--- src/rtl/puqe_pkg.sv ---
// Package for the particle update and quad expand pipeline: widths, coefficients, helpers.
package puqe_pkg;

  // Sine pipeline delay (input angle to registered sine).
  localparam int SIN_LAT = 7;
  // Total latency from input transfer to result strobe.
  localparam int PIPE_LAT = 13;

  // Horner coefficients, Q30, highest order first.
  localparam logic [30:0] SIN_C9 = 31'd172272;
  localparam logic [30:0] SIN_C7 = 31'd5026995;
  localparam logic [30:0] SIN_C5 = 31'd85569306;
  localparam logic [30:0] SIN_C3 = 31'd693598668;
  localparam logic [30:0] SIN_C1 = 31'd1686629713;

  typedef logic signed [17:0] sine_t;

  // Round a signed product to nearest by 16 bits, ties away from zero.
  function automatic logic signed [34:0] rnd16(input logic signed [50:0] v);
    logic [51:0] mag;
    logic [51:0] sum;
    logic [34:0] res;
    mag = v[50] ? (52'd0 - {v[50], v}) : {1'b0, v};
    sum = mag + 52'd32768;
    res = sum[50:16];
    return v[50] ? -$signed(res) : $signed(res);
  endfunction

  // Saturate a signed value to the signed 32-bit range.
  function automatic logic signed [31:0] sat32(input logic signed [35:0] v);
    if (v > 36'sd2147483647) begin
      return 32'sh7FFFFFFF;
    end else if (v < -36'sd2147483648) begin
      return 32'sh80000000;
    end
    return v[31:0];
  endfunction

endpackage

--- src/rtl/puqe_sine.sv ---
// Pipelined fixed-point sine of a 16-bit turn fraction, signed Q2.16 result.
module puqe_sine import puqe_pkg::*; (
  input  logic        clk,
  input  logic [15:0] angle,
  output sine_t       sine
);

  logic [14:0] u_r   [6];
  logic        neg_r [6];
  logic [14:0] z2_r  [4];
  logic [30:0] h_r   [4];
  sine_t       sine_r;

  logic [30:0] coef [4];
  assign coef[0] = SIN_C7;
  assign coef[1] = SIN_C5;
  assign coef[2] = SIN_C3;
  assign coef[3] = SIN_C1;

  // Quadrant fold
  logic [14:0] u_nxt;
  assign u_nxt = angle[14] ? (15'd16384 - {1'b0, angle[13:0]}) : {1'b0, angle[13:0]};

  // z2 = u*u >> 14
  logic [29:0] usq;
  assign usq = u_r[0] * u_r[0];

  // Horner steps, one per stage
  logic [30:0] h_nxt [4];
  always_comb begin
    for (int k = 0; k < 4; k++) begin
      logic [45:0] prod;
      prod = z2_r[k] * ((k == 0) ? SIN_C9 : h_r[k-1]);
      h_nxt[k] = coef[k] - prod[44:14];
    end
  end

  // Final scale, round, clamp and sign
  logic [45:0] fin;
  logic [17:0] mag;
  assign fin = u_r[5] * h_r[3] + 46'd134217728;
  assign mag = (fin[45:28] > 18'd65536) ? 18'd65536 : fin[45:28];

  always_ff @(posedge clk) begin
    u_r[0]   <= u_nxt;
    neg_r[0] <= angle[15];
    for (int i = 1; i < 6; i++) begin
      u_r[i]   <= u_r[i-1];
      neg_r[i] <= neg_r[i-1];
    end
    z2_r[0] <= usq[28:14];
    for (int i = 1; i < 4; i++) begin
      z2_r[i] <= z2_r[i-1];
    end
    for (int k = 0; k < 4; k++) begin
      h_r[k] <= h_nxt[k];
    end
    sine_r <= neg_r[5] ? -$signed(mag) : $signed(mag);
  end

  assign sine = sine_r;

endmodule

--- config.mk ---
export PLATFORM = sky130hd
export DESIGN_NAME = puqe_sine
export DESIGN_NICKNAME = d
export VERILOG_FILES = /design/src/rtl/puqe_pkg.sv /design/src/rtl/puqe_sine.sv
export SDC_FILE = /design/constraint.sdc
export NUM_CORES = 2
export LEC_CHECK = 0
export BUFFER_PORTS_ARGS = -buffer_cell sky130_fd_sc_hd__buf_2
export CORE_MARGIN = 1
export CORE_UTILIZATION = 55
export CTS_CLUSTER_DIAMETER = 200
export DETAILED_ROUTE_END_ITERATION = 10
export MAX_ROUTING_LAYER = met4
export PLACE_DENSITY = 0.76
export SLEW_MARGIN = 20
export SYNTH_ARGS = -nofsm -noshare
export SYNTH_HDL_FRONTEND = slang
export SYNTH_SLANG_ARGS = --single-unit
--- constraint.sdc ---
create_clock -name clk -period 10.3 [get_ports clk]
set_clock_uncertainty 0.1 [all_clocks]
set_input_delay 1.03 -clock clk [delete_from_list [all_inputs] [get_ports clk]]
set_output_delay 1.03 -clock clk [all_outputs]
set_load 0.05 [all_outputs]
### Word-level counts from Yosys, hierarchy flattened

Memories as Yosys holds them, arrays and structs flattened.
Cells that the tools add are included.

* memories kept: 4
* RAM bits: 280
* register bits after elaboration: 18
* input port bits: 17
* output and inout port bits: 18

Memory list
* h_r: depth 4, width 31, rd ports 4, clocked after memory_dff 0, write ports 4, RTL line puqe_sine.sv:11 `logic [30:0] h_r [4];`
* u_r: depth 6, width 15, rd ports 6, clocked after memory_dff 0, write ports 6, RTL line puqe_sine.sv:8 `logic [14:0] u_r [6];`
* z2_r: depth 4, width 15, rd ports 4, clocked after memory_dff 0, write ports 4, RTL line puqe_sine.sv:10 `logic [14:0] z2_r [4];`
* neg_r: depth 6, width 1, rd ports 6, clocked after memory_dff 0, write ports 6, RTL line puqe_sine.sv:9 `logic neg_r [6];`

* mux-type cells: 3
* $lt $le $gt $ge: 1
* add/subtract/negate cells: 7
* $mul: 6

Operator list (count)
* $mul A15 B31 Y45: 3
* $add A46 B28 Y46 const B: 1
* $mul A15 B31 Y46: 1
* $mux W18: 2
* $sub A27 B31 Y31 const A: 1
* $sub A30 B31 Y31 const A: 1
* $sub A31 B31 Y31 const A: 1
* $mul A15 B14 Y29 const B: 1
* $mul A15 B15 Y29: 1
* $sub A23 B19 Y24 const A: 1
* $gt A18 B17 Y1 const B: 1
* $neg A18 Y18: 1
* $mux W15: 1
* $sub A15 B14 Y15 const A: 1

### Depth between registers and ports, before layout

An unclocked memory read counts as a cell.

* depth after elaboration: 7
* gate-level depth with buffers: 37
* gate-level depth less buffers: 34

### Least setup slack after synthesis

Ideal clock, no wire load.

* path kind: register to register
* start: memory u_r[5][0]
* end: register sine_r[14], in the netlist sine[14]
* setup slack: 1.854 ns
* cell stages (with the launch flop): 35
* buffers on the path: 3
* clock period less this slack: 8.446 ns
* arrival time: 8.225 ns
* path through: dfxtp_1 -> clkbuf_1 -> clkbuf_1 -> nand2_1 -> fa_1 -> inv_1 -> fa_1 -> fa_1 -> fa_1 -> fa_1 -> inv_1 -> fa_1 -> inv_1 -> ha_1 -> a21o_1 -> a21o_1 -> a221o_1 -> and2_0 -> a31oi_2 -> o211ai_2 -> or3_1 -> a21o_1 -> nor4_2 -> or4b_1 -> nor3_2 -> mux2i_1 -> a21oi_2 -> nand2b_1 -> ha_1 -> clkbuf_1 -> nand2_1 -> a21o_1 -> a21oi_1 -> o21ai_0 -> o21ai_1

RTL lines
* from (decl): RTL line puqe_sine.sv:8
* to (signal assigned): RTL line puqe_sine.sv:58 `sine_r <= neg_r[5] ? -$signed(mag) : $signed(mag);`
* to (decl): RTL line puqe_sine.sv:12 `sine_t sine_r;`

==> flow_summary.ini <==
[cts]
path_clk_slew_ps = 80
clockRootBuffer = clkbuf_16
cts_buffers = 35
postCtsSetupRepairBufs = 0
htreeDepth = 2
clock_latency_ps = 580
cts_resized = 0
cts_sinks = 283
clockBufferDepth = 3
ctsHoldBuffers = 0
cts_tree = yes

[routing]
wl_per_cell_um = 18.3
drt_iter0_drc = 3156
first_pass_iters = 6
ant_nets = 0
drcViolationCount = 0
vias = 49141
routed_wl_mm = 163
vias_per_cell = 5.51

[logic_synthesis]
ys.flop_type = dfxtp_1
synth-edff-count = 0
ys_async_sr_fraction_pct = 0
synth_cell_types = 90
synth_top_area_share_pct = 43.9
synth_area_leaders = fa_1, ha_1, inv_1, dfxtp_1, and2_1
yosys.area.top_type = fa_1
synth-seq-cells = 283
syn_inst = 7423
yosysSeqAreaShare_pct = 8.30
syn_area_um2 = 68300
synthesis.nets = 9615
yosys_warnings = 0
syn_avg_cell_area_um2 = 9.20

[setup_path]
path_delay_family = adder cells
critPathArrivalTime_ps = 10090
r2r_slack_ps = 570
r2r-start = u_r[5][1]
crit_start = u_r[5][1]
path_depth = 32
start_kind = register
crit_path_max_fanout = 20
cpPeakStageDelay_ps = 980
endpoint = sine[14]
crit_slowest_cell = dfxtp_1
cpMostUsedCell = fa_1
end_kind = register
path_class = reg -> reg
rr_endpoint = sine[14]
required_ps = 10660
worst-path-buf-inv = 4
rr_worst_depth = 32

[global_routing]
overflow = 0
grt_usage_pct = 28.2
grt_pass1_vias = 53925
antenna_found_initial = 17
grt_pass1_wl_mm = 276
grt_max_degree = 32

[sta]
hold_viol = 0
worst_pin_slew_ps = 1190
fin_crit_sh_pct = 94.4
holdWs_ps = 212
setup_tns_ps = 0
rsz0062_at_grt = no
fmax_mhz = 103
setup_viol_count_final = 0
maxSlewHeadroom_pct = 20.2
drv_slew = 0
fin_crit_ps = 9730

[floorplanning]
rows = 128
dieArea_um2 = 126000
boundaryPins = 35
core_um2 = 123000
die_height_um = 354
start_util_pct = 55.7
die_w_um = 354

[place]
dp.final_hpwl_mm = 130
place_congestion = 0.952
io_buffers = 34

[layout]
syn_to_final_growth_pct = 4.01
nets = 9437
drive_above_1_share_pct = 3.11

[worst_hold_path]
worstHoldPathType = reg -> reg

[run]
drv_cap = 0

[status]
outcome = finished, final reports clean
## synthesized netlist by cell type, drive strengths merged, types with 6 or more instances
cell type  instances
inv             1544
fa              1499
nand2           1144
and2             743
ha               676
clkbuf           315
dfxtp            283
xnor2            142
a21oi            139
nor2             132
o21ai            106
xor2              84
a21o              70
nor3              49
nand3             47
and3              29
or2               28
nand2b            27
nor2b             25
a211oi            24
o21a              24
a31oi             22
nand4             22
o21bai            21
o211ai            20
o31ai             15
or3               14
mux2i             13
nand3b            10
o311ai             9
a211o              8
nor3b              8
nor4               8
a2111oi            7
a221o              7
a311o              7
a31o               7
and4               7
o211a              6
## area by class of cell
cell class	instances	area (um2)
diodes	17	42.5
clock buffers	44	940
clock inverters	19	229
fillers	10508	51500
inverters	1544	5800
multi-input cells	5279	55600
flip-flops and latches	283	5670
well taps	1625	2030
repair buffers	102	681
## worst reg2reg max path: cells and delay by family (launching register included)
kind / cells / cell delay [ps]
buf+inv: 4 / 500
mux: 1 / 180
fa+ha+maj: 8 / 3650
simple gates: 7 / 1540
compound gates: 11 / 2370
xor+xnor: 1 / 340
flops: 1 / 980
## sequential cells by signal, indices dropped and copies added, names as in the netlist
signal,flops
h_r,109
z2_r,60
sine,18
neg_r,6
u_r,90
## stage by stage
stage / setup WS [ps] / cell area, um2 / std cells / utilization (%)
2_1_floorplan: 1850 / 68300 / 7423 / -
3_3_place_gp: 1050 / 69800 / 8833 / 57.0
3_5_place_dp: 922 / 69800 / 8833 / 57.0
4_1_cts: 871 / 71000 / 8896 / 57.9
5_1_grt: 66.3 / 71000 / 8911 / 58.0
6_report: 574 / 71000 / 8913 / 58.0
## worst min path at each step
stage,start,to,slack (ps),cells past startpoint
6_report,u_r[1][12],u_r[2][12],210,0
5_1_grt,u_r[1][14],u_r[2][14],220,0
4_1_cts,u_r[1][12],u_r[2][12],210,0
3_5_place_dp,u_r[1][12],u_r[2][12],210,0
3_3_place_gp,neg_r[4],neg_r[5],210,0
2_1_floorplan,neg_r[0],neg_r[1],210,0
## placed cells by master (no fill, tap or decap), drive strengths merged, types with 8 or more instances in the layout
master	Yosys	final
ha	676	676
dfxtp	283	283
a211o	8	8
buf	2	102
o31ai	15	15
nand3b	10	10
nand4	22	22
nor3b	8	8
o21a	24	24
clkbuf	315	44
mux2i	13	13
a21o	70	70
nand3	47	47
clkinv	0	8
nand2b	27	27
xnor2	142	142
and2	743	743
diode	0	17
nor2b	25	25
o21ai	106	106
and3	29	29
a211oi	24	24
xor2	84	84
nor3	49	49
a31oi	22	22
nand2	1144	1144
fa	1499	1499
nor4	8	8
a21oi	139	139
nor2	132	132
inv	1544	1551
or2	28	28
or3	14	14
o311ai	9	9
o211ai	20	20
o21bai	21	21
## cells by family after synthesis
group / count (synthesis) / synth area share, %
xor+xnor: 226 / 2.90
simple gates: 2310 / 16.5
compound gates: 550 / 5.51
buf+inv: 1861 / 10.2
mux: 18 / 0.273
flops: 283 / 8.30
fa+ha+maj: 2175 / 56.3
## per-layer routing
layer  track usage, %  vias to the layer above  wire length [um]
met2             46.7                     1784             79300
li1                 -                    21953                 -
met3             4.00                      333             11700
met5                -                        -                 0
met1             35.7                    25071             66400
met4             9.34                        0              6020
Power is not shown: default switching activity piles up to over one toggle a cycle in this logic, so the estimate is an artifact.
